$ cat config.mk
export PLATFORM = sky130hd
export DESIGN_NAME = calendar_date_stepper_flat
export DESIGN_NICKNAME = d
export VERILOG_FILES = /design/src/rtl/cds_pkg.sv /design/src/rtl/cds_if.sv /design/src/rtl/calendar_date_stepper.sv /design/src/flat_wrapper.sv
export SDC_FILE = /design/constraint.sdc
export NUM_CORES = 1
export LEC_CHECK = 0
export BUFFER_PORTS_ARGS = -buffer_cell sky130_fd_sc_hd__buf_2
export CORE_MARGIN = 4
export CORE_UTILIZATION = 40
export DETAILED_ROUTE_END_ITERATION = 8
export PLACE_DENSITY_LB_ADDON = 0.1
export SYNTH_ARGS = -nofsm -noshare
export SYNTH_HDL_FRONTEND = slang
export SYNTH_SLANG_ARGS = --single-unit
$ cat constraint.sdc
create_clock -name clk -period 15.41 [get_ports clk]
set_input_delay 4.623 -clock clk [delete_from_list [all_inputs] [get_ports clk]]
set_output_delay 4.623 -clock clk [all_outputs]
set_load 0.05 [all_outputs]
$ cat src/rtl/cds_pkg.sv
// Shared types, codes and calendar functions for the calendar date stepper.
package cds_pkg;

	localparam int YEAR_W  = 14;
	localparam int MONTH_W = 4;
	localparam int DAY_W   = 5;

	localparam int YEAR_MAX = 9999;

	localparam logic [MONTH_W-1:0] MONTH_FIRST = MONTH_W'(1);
	localparam logic [MONTH_W-1:0] MONTH_LAST  = MONTH_W'(12);
	localparam logic [DAY_W-1:0]   DAY_FIRST   = DAY_W'(1);
	localparam logic [DAY_W-1:0]   DAY_LAST    = DAY_W'(31);

	localparam logic [YEAR_W-1:0]  RESET_YEAR  = YEAR_W'(2000);

	// floor(y / 100) == (y * 5243) >> 19 for every 14-bit year
	localparam int RECIP_W = 13;
	localparam logic [RECIP_W-1:0] RECIP_100 = RECIP_W'(5243);
	localparam int RECIP_SH = 19;
	localparam int PROD_W = YEAR_W + RECIP_W;
	// multiples of 100 leave a fraction of 12*(y/100), below this bound
	localparam int FRAC_LIMIT_SH = 11;

	typedef logic [YEAR_W-1:0]  year_t;
	typedef logic [MONTH_W-1:0] month_t;
	typedef logic [DAY_W-1:0]   day_t;

	typedef enum logic [1:0] {
		OP_SET     = 2'd0,
		OP_NEXT    = 2'd1,
		OP_PREV    = 2'd2,
		OP_COMPARE = 2'd3
	} op_t;

	typedef enum logic [1:0] {
		ST_OK        = 2'd0,
		ST_BAD_MONTH = 2'd1,
		ST_BAD_DAY   = 2'd2,
		ST_LIMIT     = 2'd3
	} status_t;

	function automatic logic leap_year(input year_t y);
		logic [PROD_W-1:0] prod;
		logic              div100;
		prod   = PROD_W'(y) * PROD_W'(RECIP_100);
		div100 = (prod[RECIP_SH-1:FRAC_LIMIT_SH] == '0);
		// divisible by 400: quotient by 100 also divisible by 4
		return (y[1:0] == 2'b00) && (!div100 || (prod[RECIP_SH+1:RECIP_SH] == 2'b00));
	endfunction

	function automatic day_t month_len(input logic leap, input month_t m);
		day_t len;
		case (m) inside
			4'd2:                  len = leap ? DAY_W'(29) : DAY_W'(28);
			4'd4, 4'd6, 4'd9, 4'd11: len = DAY_W'(30);
			default:               len = DAY_LAST;
		endcase
		return len;
	endfunction

endpackage

$ cat src/rtl/cds_if.sv
// Command and result channel interfaces of the calendar date stepper.
interface cds_cmd_if;
	logic             valid;
	logic             ready;
	cds_pkg::op_t     opcode;
	cds_pkg::year_t   year_in;
	cds_pkg::month_t  month_in;
	cds_pkg::day_t    day_in;

	modport source (output valid, opcode, year_in, month_in, day_in, input ready);
	modport sink   (input valid, opcode, year_in, month_in, day_in, output ready);
endinterface

interface cds_res_if;
	logic              valid;
	logic              ready;
	cds_pkg::year_t    year_out;
	cds_pkg::month_t   month_out;
	cds_pkg::day_t     day_out;
	cds_pkg::status_t  status;
	logic              is_before;
	logic              is_equal;

	modport source (output valid, year_out, month_out, day_out, status, is_before, is_equal,
		input ready);
	modport sink   (input valid, year_out, month_out, day_out, status, is_before, is_equal,
		output ready);
endinterface

$ cat src/rtl/calendar_date_stepper.sv
// Calendar date stepper: holds a Gregorian date and applies set, step and compare commands.
// Path from command accept to result valid: the input register, then the result register.
// Throughput: one command per cycle; the date register updates as each result is loaded,
// so the following command sees it with no bubble. The result register stalls only on res.ready.
// Reset: arst_n clears both stages and sets the date to 2000-01-01.
module calendar_date_stepper #(
	parameter int YEAR_MAX = cds_pkg::YEAR_MAX
) (
	input  logic         clk,
	input  logic         arst_n,
	cds_cmd_if.sink      cmd,
	cds_res_if.source    res
);

	localparam cds_pkg::year_t YEAR_LIMIT = cds_pkg::YEAR_W'(YEAR_MAX);

	// input stage
	logic              valid_s1;
	cds_pkg::op_t      op_s1;
	cds_pkg::year_t    year_s1;
	cds_pkg::month_t   month_s1;
	cds_pkg::day_t     day_s1;
	logic              leap_s1;

	// stored date
	cds_pkg::year_t    cur_year_q;
	cds_pkg::month_t   cur_month_q;
	cds_pkg::day_t     cur_day_q;

	// result register
	logic              res_valid_q;
	cds_pkg::status_t  res_status_q;
	logic              res_before_q;
	logic              res_equal_q;

	logic              out_adv;
	logic              fire_s1;

	logic              cur_leap;
	cds_pkg::day_t     cur_len;
	cds_pkg::day_t     prev_len;
	cds_pkg::day_t     set_len;

	cds_pkg::year_t    nxt_year;
	cds_pkg::month_t   nxt_month;
	cds_pkg::day_t     nxt_day;
	cds_pkg::status_t  nxt_status;
	logic              nxt_before;
	logic              nxt_equal;

	assign out_adv   = !res_valid_q || res.ready;
	assign fire_s1   = valid_s1 && out_adv;
	assign cmd.ready = !valid_s1 || out_adv;

	assign cur_leap = cds_pkg::leap_year(cur_year_q);
	assign cur_len  = cds_pkg::month_len(cur_leap, cur_month_q);
	assign prev_len = cds_pkg::month_len(cur_leap, cur_month_q - cds_pkg::MONTH_FIRST);
	assign set_len  = cds_pkg::month_len(leap_s1, month_s1);

	always_comb begin
		nxt_year   = cur_year_q;
		nxt_month  = cur_month_q;
		nxt_day    = cur_day_q;
		nxt_status = cds_pkg::ST_OK;
		nxt_before = 1'b0;
		nxt_equal  = 1'b0;
		case (op_s1)
			cds_pkg::OP_SET: begin
				if (year_s1 > YEAR_LIMIT) begin
					nxt_status = cds_pkg::ST_LIMIT;
				end else if (month_s1 < cds_pkg::MONTH_FIRST || month_s1 > cds_pkg::MONTH_LAST) begin
					nxt_status = cds_pkg::ST_BAD_MONTH;
				end else if (day_s1 < cds_pkg::DAY_FIRST || day_s1 > set_len) begin
					nxt_status = cds_pkg::ST_BAD_DAY;
				end else begin
					nxt_year  = year_s1;
					nxt_month = month_s1;
					nxt_day   = day_s1;
				end
			end
			cds_pkg::OP_NEXT: begin
				if (cur_day_q < cur_len) begin
					nxt_day = cur_day_q + cds_pkg::DAY_FIRST;
				end else if (cur_month_q < cds_pkg::MONTH_LAST) begin
					nxt_month = cur_month_q + cds_pkg::MONTH_FIRST;
					nxt_day   = cds_pkg::DAY_FIRST;
				end else if (cur_year_q < YEAR_LIMIT) begin
					nxt_year  = cur_year_q + cds_pkg::YEAR_W'(1);
					nxt_month = cds_pkg::MONTH_FIRST;
					nxt_day   = cds_pkg::DAY_FIRST;
				end else begin
					nxt_status = cds_pkg::ST_LIMIT;
				end
			end
			cds_pkg::OP_PREV: begin
				if (cur_day_q > cds_pkg::DAY_FIRST) begin
					nxt_day = cur_day_q - cds_pkg::DAY_FIRST;
				end else if (cur_month_q > cds_pkg::MONTH_FIRST) begin
					nxt_month = cur_month_q - cds_pkg::MONTH_FIRST;
					nxt_day   = prev_len;
				end else if (cur_year_q != '0) begin
					nxt_year  = cur_year_q - cds_pkg::YEAR_W'(1);
					nxt_month = cds_pkg::MONTH_LAST;
					nxt_day   = cds_pkg::DAY_LAST;
				end else begin
					nxt_status = cds_pkg::ST_LIMIT;
				end
			end
			default: begin
				// raw field compare: year, then month, then day
				if (cur_year_q != year_s1) begin
					nxt_before = cur_year_q < year_s1;
				end else if (cur_month_q != month_s1) begin
					nxt_before = cur_month_q < month_s1;
				end else begin
					nxt_before = cur_day_q < day_s1;
				end
				nxt_equal = (cur_year_q == year_s1) && (cur_month_q == month_s1)
					&& (cur_day_q == day_s1);
			end
		endcase
	end

	always_ff @(posedge clk or negedge arst_n) begin
		if (!arst_n) begin
			valid_s1 <= 1'b0;
		end else if (cmd.ready) begin
			valid_s1 <= cmd.valid;
		end
	end

	// leap flag of the supplied year is worked out on the way in
	always_ff @(posedge clk) begin
		if (cmd.valid && cmd.ready) begin
			op_s1    <= cmd.opcode;
			year_s1  <= cmd.year_in;
			month_s1 <= cmd.month_in;
			day_s1   <= cmd.day_in;
			leap_s1  <= cds_pkg::leap_year(cmd.year_in);
		end
	end

	always_ff @(posedge clk or negedge arst_n) begin
		if (!arst_n) begin
			cur_year_q  <= cds_pkg::RESET_YEAR;
			cur_month_q <= cds_pkg::MONTH_FIRST;
			cur_day_q   <= cds_pkg::DAY_FIRST;
			res_valid_q <= 1'b0;
		end else begin
			if (out_adv) begin
				res_valid_q <= valid_s1;
			end
			if (fire_s1) begin
				cur_year_q  <= nxt_year;
				cur_month_q <= nxt_month;
				cur_day_q   <= nxt_day;
			end
		end
	end

	always_ff @(posedge clk) begin
		if (fire_s1) begin
			res_status_q <= nxt_status;
			res_before_q <= nxt_before;
			res_equal_q  <= nxt_equal;
		end
	end

	// the stored date doubles as the result date: it changes only when a word is loaded
	assign res.valid     = res_valid_q;
	assign res.year_out  = cur_year_q;
	assign res.month_out = cur_month_q;
	assign res.day_out   = cur_day_q;
	assign res.status    = res_status_q;
	assign res.is_before = res_before_q;
	assign res.is_equal  = res_equal_q;

endmodule

$ cat src/flat_wrapper.sv
// flat-port wrapper written by rule: the top's interface ports become plain ports
module calendar_date_stepper_flat 
#(
	parameter int YEAR_MAX = cds_pkg::YEAR_MAX
)
  (clk, arst_n, cmd_valid, cmd_opcode, cmd_year_in, cmd_month_in, cmd_day_in, cmd_ready, res_valid, res_year_out, res_month_out, res_day_out, res_status, res_is_before, res_is_equal, res_ready);
  cds_cmd_if cmd_i ();
  cds_res_if res_i ();
  input  logic clk;
  input  logic arst_n;
  input wire logic [$bits(cmd_i.valid)-1:0] cmd_valid;
  input wire logic [$bits(cmd_i.opcode)-1:0] cmd_opcode;
  input wire logic [$bits(cmd_i.year_in)-1:0] cmd_year_in;
  input wire logic [$bits(cmd_i.month_in)-1:0] cmd_month_in;
  input wire logic [$bits(cmd_i.day_in)-1:0] cmd_day_in;
  output wire logic [$bits(cmd_i.ready)-1:0] cmd_ready;
  output wire logic [$bits(res_i.valid)-1:0] res_valid;
  output wire logic [$bits(res_i.year_out)-1:0] res_year_out;
  output wire logic [$bits(res_i.month_out)-1:0] res_month_out;
  output wire logic [$bits(res_i.day_out)-1:0] res_day_out;
  output wire logic [$bits(res_i.status)-1:0] res_status;
  output wire logic [$bits(res_i.is_before)-1:0] res_is_before;
  output wire logic [$bits(res_i.is_equal)-1:0] res_is_equal;
  input wire logic [$bits(res_i.ready)-1:0] res_ready;
  assign cmd_i.valid = cmd_valid;
  assign cmd_i.opcode = cmd_opcode;
  assign cmd_i.year_in = cmd_year_in;
  assign cmd_i.month_in = cmd_month_in;
  assign cmd_i.day_in = cmd_day_in;
  assign cmd_ready = cmd_i.ready;
  assign res_valid = res_i.valid;
  assign res_year_out = res_i.year_out;
  assign res_month_out = res_i.month_out;
  assign res_day_out = res_i.day_out;
  assign res_status = res_i.status;
  assign res_is_before = res_i.is_before;
  assign res_is_equal = res_i.is_equal;
  assign res_i.ready = res_ready;
  calendar_date_stepper #(.YEAR_MAX(YEAR_MAX)) u_core (.clk(clk), .arst_n(arst_n), .cmd(cmd_i), .res(res_i));
endmodule
==> results of run 1 <==
[sequential cells by signal, summed over array words and instances (netlist names)]
name / cells
u_core.valid_s1: 1
u_core.op_s1: 2
u_core.res.valid: 1
u_core.day_s1: 5
u_core.leap_s1: 1
u_core.res.is_before: 1
u_core.res.year_out: 14
u_core.year_s1: 14
u_core.res.day_out: 5
u_core.res.month_out: 4
u_core.month_s1: 4
u_core.res.status: 2
u_core.res.is_equal: 1
[area by class of cell]
class,instances,share of cell area (%)
flip-flops and latches,55,13.7
inverters,273,9.15
well taps,330,3.69
multi-input cells,755,69.0
clock inverters,3,0.603
repair buffers,60,2.75
clock buffers,5,1.12
[path summary, 6_finish.rpt]
kind                                               from                 endpoint
worst max-delay path                          res_ready                cmd_ready
max in group asynchronous                        arst_n  u_core.res.year_out[12]
min in group asynchronous                        arst_n    u_core.res.day_out[3]
worst min-delay path                    u_core.valid_s1         u_core.res.valid
worst max register to register  u_core.res.year_out[11]  u_core.res.month_out[2]
worst min register to register          u_core.valid_s1         u_core.res.valid
[metal layers]
| metal | track usage [%] | vias to the layer above |
|---|---|---|
| li1 | - | 3757 |
| met5 | 0 | - |
| met4 | 1.06 | 0 |
| met3 | 1.49 | 2 |
| met2 | 30.5 | 74 |
| met1 | 26.3 | 3570 |
[stage by stage]
stage               hold WS (ps)  std cells  utilization (%)
floorplan                    457       1102                -
finish                       514       1481             44.2
detailed placement           486       1473             43.5
CTS                          507       1481             44.2
global route                 552       1481             44.2
global placement             487       1473             43.5
[cells in the mapped netlist, types with 3 or more instances]
cell type	count	area, sq um
nand3b_1	6	45.0
or4_1	4	30.0
dfstp_2	8	210
nand3_1	15	75.1
a21boi_0	4	30.0
fa_1	123	2460
a21o_1	15	113
a21oi_1	51	255
ha_1	211	2640
o211ai_1	10	75.1
nor2_1	38	143
or3_1	6	37.5
a22oi_1	3	22.5
a31oi_1	6	37.5
nor2b_1	4	25.0
nand4_1	14	87.6
nor3_1	16	80.1
xnor2_1	19	166
dfrtp_1	17	425
buf_2	6	30.0
and3_1	4	25.0
and2_1	4	25.0
a311oi_1	3	26.3
inv_1	273	1020
o311ai_0	5	43.8
nor3b_1	3	22.5
mux2i_1	14	140
nand2_1	51	191
edfxtp_1	30	901
nand2b_1	10	62.6
a211oi_1	5	37.5
clkbuf_1	11	41.3
o21ai_0	36	180
xor2_1	7	61.3
o22ai_1	5	31.3
o21a_1	8	60.1
nor4_1	6	37.5
o21ai_1	5	25.0
o31ai_1	4	30.0
[worst reg2reg max path, stage by stage (launching register included)]
cell and delay (ps):
dfrtp_1 640, inv_1 300, fa_1 590, inv_1 40, ha_1 260, inv_1 40
fa_1 480, inv_1 60, fa_1 530, inv_1 60, fa_1 550, inv_1 50
ha_1 420, a21oi_1 440, o211ai_1 160, a21oi_1 230, o32a_1 180, a22o_1 150
nand4_1 210, a41o_2 410, nor2_4 220, mux2_4 320
[cells by family after synthesis]
kind of cell,share of synthesized area (%)
compound gates,12.1
xor+xnor,2.20
fa+ha+maj,49.2
simple gates,9.25
flops,14.8
buf+inv,10.6
mux,1.75
==> implementation parameters, run 1 <==
Parameter                              Value

Floorplanning
  Die Ht    roughly 170 um
  Core Box Area    25300 sq um
  Starting Density    between 40% and 50%
  Die Footprint    roughly 29000 sq um
  Number of ports placed on the die boundary    58
  Die extent in x    169 um
  Placement Rows    just under 60

Worst setup path
  Critical Path Fanout Max    3
  Setup crit end kind    output port
  Count of cell instances traversed by the critical path    3
  Critical path type    primary input to output port
  Critical path startpoint category    primary input
  Number of buffers and inverters on the critical path    2
  Cells on worst reg2reg path    21
  Minimum setup slack among reg-to-reg paths    8970 ps
  Arrival time of the worst setup path    5130 ps
  Cell type group with the largest total delay on the critical path    buffers and inverters
  Required time at the worst-slack endpoint    10790 ps
  Critical Path Most Common Cell    buf_2
  Slowest stage cell, crit path    buf_2
  Slowest stage delay, CP    between 200 and 250 ps
  Ordered cell list for the critical path    buf_2 > nand3b_1 > buf_2

Logic synthesis
  Post-synthesis average cell area    9.40 sq um
  Number of flip-flops and latches in the synthesized netlist    55
  Fraction of registers with async set/reset    45.5%
  Dominant register cell in the synthesized netlist    edfxtp_1
  Synthesized Nets    1465
  Count of distinct cell types in the synthesized netlist    slightly above 70
  Cells after Synth    1102
  Fraction of the yosys area taken by sequential cells    14.8%
  Number of enable-type register cells in the synthesized netlist    30
  Total standard cell area after synthesis    10400 sq um
  Yosys warns    0

Placed design
  Routability-driven placement congestion ratio    between 0.8 and 0.9
  Pre-CTS setup slack    5660 ps
  Half-perimeter wire length of the detailed placement result    21200 um
  Placed cell areas    11000 sq um
  Number of buffers added on ports    57

Routing
  Post-Route WL    24800 um
  Detail-routed net length per standard cell    16.8 um
  Detailed Routing Iterations Pass 1    7
  Routed wl met2    about 12000 um
  Mean number of vias per cell    5.00
  Final routed DRC violation total    0
  Wl on met1    12400 um
  Number of nets with antenna violations after routing    0
  Routed vias    7403
  Routed length on met3    493 um
  Iteration-0 DRC Markers    282
  Top metal layer carrying routed signals    met4

Job
  Number of maximum-capacitance violations    0

Final layout
  Number of nets in the finished design    around 1500
  Final design area excluding fillers    11200 sq um
  Growth of design area from synthesis to finish    8.05%
  Share of post-route cells with drive strength above 1    7.82%
  Most frequent cells in the layout    inv_1 (273), ha_1 (211), fa_1 (123)
  Area used by multi-input combinational logic    approximately 7700 sq um
  Most common cell after layout, fill and taps aside    inv_1
  Inserted Diodes    0
  Area occupied by registers    1540 sq um
  FILL cells    2518

Clock tree
  Number of clock sinks    55
  CTS resizes    0
  CTS tree    built
  CTS max path bufs    2
  Level count of the clock H-tree    2
  Number of buffers added for setup after CTS    0
  Hold_buf cts    0
  Clock latency at the later pin of the worst-skew pair    300 ps
  Root buffer cell    clkbuf_16
  CTS Buf Count    5
  Post-CTS clock slew at the launch and capture registers of the worst setup and hold paths    70 ps

Timing
  Worst setup slack after layout    5660 ps
  Shortest clock period the worst path allows after layout    9750 ps
  Fmax achieved    103 MHz
  Remaining max-slew budget at the tightest pin    between 30% and 40%
  Slew Viols, Final    0
  Setup total negative slack    0 ps
  Final Skew    10.6 ps
  Final-report hold violation count    0
  RSZ-0062 raised after global routing    false
  Transition time of the tightest slew-check pin    902 ps
  Final setup viols    0
  Final worst path period share    between 60% and 70%

Status
  Run status    completed

Min path
  Cell depth of the worst min-delay path    1
  Worst hold path class    flop to flop

Global routing
  Pin count of the biggest net entering global routing    27
  Number of global-route vias before repair    7753
  Number of antenna violations at the first check in global routing    0
  First-pass GRT wire length    slightly above 40000 um
  Global-route congestion overflow total    0
  Total routing resource utilization after global routing    18.0%
Power of run 1 is left out: the tool's default activity adds up to more than one toggle a clock period on the data nets, which glitch-free logic cannot reach.
==> inputs of run 2 (changes only) <==
==> constraint.sdc (replaced) <==
create_clock -name clk -period 8.3 [get_ports clk]
set_input_delay 2.49 -clock clk [delete_from_list [all_inputs] [get_ports clk]]
set_output_delay 2.49 -clock clk [all_outputs]
set_load 0.05 [all_outputs]
==> implementation parameters, run 2 (same netlist as run 1, synthesis figures left out) <==
Parameter                              Value

Global routing
  Global-route congestion overflow total    0 (unchanged)
  Pin count of the biggest net entering global routing    33 (was 27)
  First-pass GRT wire length    40700 um (was 41400 um)
  Number of antenna violations at the first check in global routing    0 (unchanged)
  Number of global-route vias before repair    7708 (was 7753)
  Total routing resource utilization after global routing    17.8% (was 18.0%)

Final layout
  Growth of design area from synthesis to finish    7.81% (was 8.05%)
  Most common cell after layout, fill and taps aside    inv_1 (unchanged)
  Layout Utilization    44.1% (was 44.2%)
  Most frequent cells in the layout    inv_1 (273), ha_1 (211), fa_1 (123) (unchanged)
  Number of nets in the finished design    1515 (was 1513)
  Share of post-route cells with drive strength above 1    7.98% (was 7.82%)
  FILL cells    2499 (was 2518)
  Inserted Diodes    0 (unchanged)

Placed design
  Pre-CTS setup slack    731 ps (was 5660 ps)
  Routability-driven placement congestion ratio    0.825 (was 0.861)
  Half-perimeter wire length of the detailed placement result    21200 um (about the same)
  Number of buffers added on ports    57 (unchanged)

Timing
  Hold Slack    504 ps (was 514 ps)
  Setup total negative slack    0 ps (unchanged)
  Transition time of the tightest slew-check pin    856 ps (was 902 ps)
  Final setup viols    0 (unchanged)
  Remaining max-slew budget at the tightest pin    42.5% (was 39.4%)
  Final worst path period share    between 80% and 90%
  Final Skew    12.9 ps (was 10.6 ps)
  Slew Viols, Final    0 (unchanged)
  Final-report hold violation count    0 (unchanged)
  Fmax achieved    approximately 140 MHz
  RSZ-0062 raised after global routing    false (unchanged)
  Shortest clock period the worst path allows after layout    7210 ps
  Worst setup slack after layout    1090 ps (was 5660 ps)

Clock tree
  CTS max path bufs    2 (unchanged)
  CTS tree    built (unchanged)
  Level count of the clock H-tree    2 (unchanged)
  Root buffer cell    clkbuf_16 (unchanged)
  Number of clock sinks    55 (unchanged)
  Clock latency at the later pin of the worst-skew pair    310 ps (was 300 ps)
  CTS resizes    0 (unchanged)
  Hold_buf cts    0 (unchanged)
  Number of buffers added for setup after CTS    0 (unchanged)
  Post-CTS clock slew at the launch and capture registers of the worst setup and hold paths    70 ps (about the same)
  CTS Buf Count    5 (unchanged)

Floorplanning
  Number of ports placed on the die boundary    58 (unchanged)
  Placement Rows    58 (unchanged)
  Core Box Area    25300 sq um (unchanged)
  Die extent in x    169 um (unchanged)
  Starting Density    40.9% (unchanged)
  Die Footprint    28500 sq um (unchanged)
  Die Ht    169 um (unchanged)

Routing
  Mean number of vias per cell    5.10 (was 5.00)
  Iteration-0 DRC Markers    372 (was 282)
  Detailed Routing Iterations Pass 1    5 (was 7)
  Routed vias    7558 (was 7403)
  Top metal layer carrying routed signals    met4 (unchanged)
  Routed wl met2    11400 um (was 11800 um)
  Number of nets with antenna violations after routing    0 (unchanged)
  Wl on met1    12400 um (about the same)
  Detail-routed net length per standard cell    16.8 um (about the same)
  Final routed DRC violation total    0 (unchanged)
  Post-Route WL    24900 um (was 24800 um)
  Routed length on met3    812 um (was 493 um)

Min path
  Worst min-delay path startpoint    u_core.valid_s1 (unchanged)
  Worst hold path class    flop to flop (unchanged)

Job
  Number of maximum-capacitance violations    0 (unchanged)

Worst setup path
  Reg2Reg Launch Point    u_core.res.year_out[11] (unchanged)
  Setup crit end kind    flop (was output port)
  Required time at the worst-slack endpoint    8350 ps (was 10790 ps)
  Critical path startpoint category    primary input (unchanged)
  Critical Path Fanout Max    6 (was 3)
  Arrival time of the worst setup path    7250 ps (was 5130 ps)
  Critical path type    primary input to flop (was primary input to output port)
  Worst Setup SP    cmd_year_in[1] (was res_ready)

Status
  Run status    completed (unchanged)
run 2: cell count changes in the layout (fill, tap and decap cells not counted):
cell / previous run / this run
buf_4: 3 / 5
inv_8: 0 / 1
inv_6: 0 / 1
bufinv_16: 2 / 0
run 2: worst paths after layout:
kind / end / slack (ps) / cells after the start
min: u_core.res.valid / 500 / 1
max: u_core.leap_s1 / 1090 / 21
max reg2reg: u_core.res.month_out[3] / 1880 / 21
max in group asynchronous: u_core.res.year_out[13] / 5610 / 1
min in group asynchronous: u_core.res.month_out[3] / 2230 / 1
min reg2reg: u_core.res.valid / 500 / 1
run 2: per-layer routing:
metal	vias up	GRT usage, %
li1	3760	-
met1	3662	26.3
met2	121	28.8
met3	15	2.08
met4	0	2.33
met5	-	0
run 2: critical path: stages:
cell and delay (ps):
buf_2 160, inv_1 120, fa_1 490, inv_1 70
ha_1 130, inv_1 50, fa_1 530, inv_1 40
ha_1 260, inv_1 50, fa_1 520, inv_1 40
ha_1 290, o21a_1 130, o211ai_1 90, o21ai_1 280
a2111oi_0 160, o41ai_1 670, and4_1 280, nor3_1 60
o41a_1 310
run 2: cell type report:
class | instances | area [sq um] | area share [%]
inverter | 273 | 1020 | 9.17
clock inverter | 3 | 27.5 | 0.246
tap | 330 | 413 | 3.70
multi-input combinational | 755 | 7720 | 69.1
clock buffer | 5 | 125 | 1.12
timing repair buffer | 62 | 323 | 2.89
sequential | 55 | 1540 | 13.8
run 2: stage by stage:
| stage | area, sq um | cells |
|---|---|---|
| 6_report | 11200 | 1483 |
| 2_1_floorplan | 10400 | 1102 |
| 3_5_place_dp | 11000 | 1475 |
| 4_1_cts | 11200 | 1483 |
| 5_1_grt | 11200 | 1483 |
| 3_3_place_gp | 11000 | 1475 |
Power of run 2 is left out for the same reason.
==> inputs of run 3 (changes only) <==
--- a/config.mk
+++ b/config.mk
@@ -10,6 +10,7 @@
 export CORE_UTILIZATION = 40
 export DETAILED_ROUTE_END_ITERATION = 8
 export PLACE_DENSITY_LB_ADDON = 0.1
+export REMOVE_ABC_BUFFERS = 1
 export SYNTH_ARGS = -nofsm -noshare
 export SYNTH_HDL_FRONTEND = slang
 export SYNTH_SLANG_ARGS = --single-unit
==> constraint.sdc (replaced) <==
create_clock -name clk -period 5.8 [get_ports clk]
set_input_delay 1.74 -clock clk [delete_from_list [all_inputs] [get_ports clk]]
set_output_delay 1.74 -clock clk [all_outputs]
set_load 0.05 [all_outputs]
==> implementation parameters, run 3 (same netlist as run 1, synthesis figures left out) <==
Parameter                              Value

Status
  Run status    complete, but fails checks (was completed)
  Violated checks    setup timing

Placed design
  Dpl cells    1580 (was 1475)
  Half-perimeter wire length of the detailed placement result    22000 um (was 21200 um)
  Number of buffers added on ports    57 (unchanged)
  Pre-CTS setup slack    -981 ps (was 731 ps)
  Routability-driven placement congestion ratio    0.874 (was 0.825)

Worst setup path
  Slowest stage delay, CP    530 ps (was 670 ps)
  Number of buffers and inverters on the critical path    5 (was 7)
  Critical path type    primary input to flop (unchanged)
  Setup crit end kind    flop (unchanged)
  Critical Path Fanout Max    4 (was 6)
  Slowest stage cell, crit path    fa_1 (was o41ai_1)
  Critical path startpoint category    primary input (unchanged)
  Cell type group with the largest total delay on the critical path    adder cells (unchanged)
  Ordered cell list for the critical path    buf_6 > ha_4 > inv_1 > fa_1 > fa_1 > inv_2 > ha_4 > inv_2 > fa_1 > inv_1 > ha_1 > a21o_1 > a21o_1 > a21oi_2 > o21ai_2 > a2111oi_4 > o41ai_4 > a211oi_2 > nor3_2 > o41a_1 (was buf_2 > inv_1 > fa_1 > inv_1 > ha_1 > inv_1 > fa_1 > inv_1 > ha_1 > inv_1 > fa_1 > inv_1 > ha_1 > o21a_1 > o211ai_1 > o21ai_1 > a2111oi_0 > o41ai_1 > and4_1 > nor3_1 > o41a_1)
  Required time at the worst-slack endpoint    5860 ps (was 8350 ps)
  Arrival time of the worst setup path    6080 ps (was 7250 ps)
  Critical Path Most Common Cell    fa_1 (was inv_1)

Clock tree
  CTS tree    built (unchanged)
  Post-CTS clock slew at the launch and capture registers of the worst setup and hold paths    70 ps (about the same)
  Level count of the clock H-tree    2 (unchanged)
  CTS Buf Count    5 (unchanged)
  CTS max path bufs    2 (unchanged)
  Number of clock sinks    55 (unchanged)
  Hold_buf cts    0 (unchanged)
  Clock latency at the later pin of the worst-skew pair    310 ps (about the same)
  Root buffer cell    clkbuf_16 (unchanged)

Min path
  Worst hold path class    flop to flop (unchanged)

Global routing
  Met1 layer usage reported by global route    26.8% (was 26.3%)
  Total routing resource utilization after global routing    18.2% (was 17.8%)
  Met3 track utilization from global routing    1.24% (was 2.08%)
  Met2 Use GR    30.2% (was 28.8%)
  First-pass GRT wire length    41800 um (was 40700 um)
  Pin count of the biggest net entering global routing    42 (was 33)
  Number of antenna violations at the first check in global routing    0 (unchanged)
  Global-route congestion overflow total    0 (unchanged)
  Grt peak-use layer    met2 (unchanged)
  Number of global-route vias before repair    8055 (was 7708)

Final layout
  Inserted Diodes    0 (unchanged)
  Most common cell after layout, fill and taps aside    inv_1 (unchanged)
  FILL cells    2418 (was 2499)
  Layout Utilization    49.8% (was 44.1%)
  Growth of design area from synthesis to finish    21.6% (was 7.81%)
  Number of nets in the finished design    1631 (was 1515)
  Share of post-route cells with drive strength above 1    22.1% (was 7.98%)
  Post-route insts no fill    1599 (was 1483)
  Most frequent cells in the layout    inv_1 (251), ha_1 (186), fa_1 (121) (was inv_1 (273), ha_1 (211), fa_1 (123))

Timing
  Final setup viols    1 (was 0)
  Final-report hold violation count    0 (unchanged)
  Fmax achieved    166 MHz
  Shortest clock period the worst path allows after layout    6020 ps
  Final worst path period share    104%
  Final Skew    7.23 ps (was 12.9 ps)
  Worst setup slack after layout    -223 ps (was 1090 ps)
  Remaining max-slew budget at the tightest pin    22.6% (was 42.5%)
  Slew Viols, Final    0 (unchanged)
  Setup total negative slack    -223 ps (was 0 ps)
  Transition time of the tightest slew-check pin    1160 ps (was 856 ps)
  RSZ-0062 raised after global routing    true (was false)

Routing
  Post-Route WL    25800 um (was 24900 um)
  Final routed DRC violation total    0 (unchanged)
  Routed vias    8020 (was 7558)
  Detail-routed net length per standard cell    16.1 um (was 16.8 um)
  Iteration-0 DRC Markers    453 (was 372)
  Mean number of vias per cell    5.02 (was 5.10)
  Detailed Routing Iterations Pass 1    5 (unchanged)
  Number of nets with antenna violations after routing    0 (unchanged)

Floorplanning
  Placement Rows    58 (unchanged)
  Die Ht    169 um (unchanged)
  Die Footprint    28500 sq um (unchanged)
  Number of ports placed on the die boundary    58 (unchanged)
  Starting Density    40.9% (unchanged)
  Die extent in x    169 um (unchanged)
  Core Box Area    25300 sq um (unchanged)

Job
  Number of maximum-capacitance violations    0 (unchanged)
run 3: cell count changes in the layout (fill, tap and decap cells not counted), moves of 3 or more:
cell | before | now
a21oi_1 | 51 | 45
a21oi_2 | 1 | 6
buf_2 | 57 | 49
buf_4 | 5 | 116
buf_6 | 0 | 10
ha_1 | 211 | 186
ha_4 | 0 | 23
inv_1 | 273 | 251
inv_2 | 0 | 20
o21ai_2 | 0 | 3
run 3: stage by stage:
| step | area, sq um | hold WS, ps |
|---|---|---|
| final | 12600 | 493 |
| after global routing | 12600 | 533 |
| after CTS | 12300 | 497 |
| after detailed placement | 11800 | 489 |
| after global placement | 11800 | 474 |
| after floorplan | 10300 | 457 |
run 3: path summary, 6_finish.rpt:
kind                                    startpoint                      end  slack, ps  cells after the start
min in group asynchronous                   arst_n    u_core.res.day_out[3]       1470                      1
setup / recovery                    cmd_year_in[4]           u_core.leap_s1       -220                     20
hold / removal                     u_core.valid_s1         u_core.res.valid        490                      1
hold reg to reg                    u_core.valid_s1         u_core.res.valid        490                      1
max in group asynchronous                   arst_n   u_core.res.year_out[2]       3810                      1
setup reg to reg           u_core.res.year_out[10]  u_core.res.month_out[2]         70                     18
run 3: repair_timing:
item | 4_1_cts | 5_1_grt
pin swaps | 52 | 37
resized for setup | 56 | 52
setup endpoints to repair | 7 | 10
setup buffers | 3 | 8
run 3: area by class of cell:
type	count	area (sq um)	share of cell area, %
multi-input combinational	755	8200	65.0
clock buffer	6	129	1.02
tap	330	413	3.28
sequential	55	1540	12.2
clock inverter	2	17.5	0.139
inverter	273	1030	8.17
timing repair buffer	178	1280	10.2
run 3: routing by layer:
| metal | up-vias | wire [um] |
|---|---|---|
| li1 | 4001 | - |
| met1 | 3903 | 12700 |
| met2 | 104 | 12200 |
| met3 | 12 | 632 |
| met4 | 0 | 219 |
| met5 | - | 0 |
Power of run 3 is left out for the same reason.
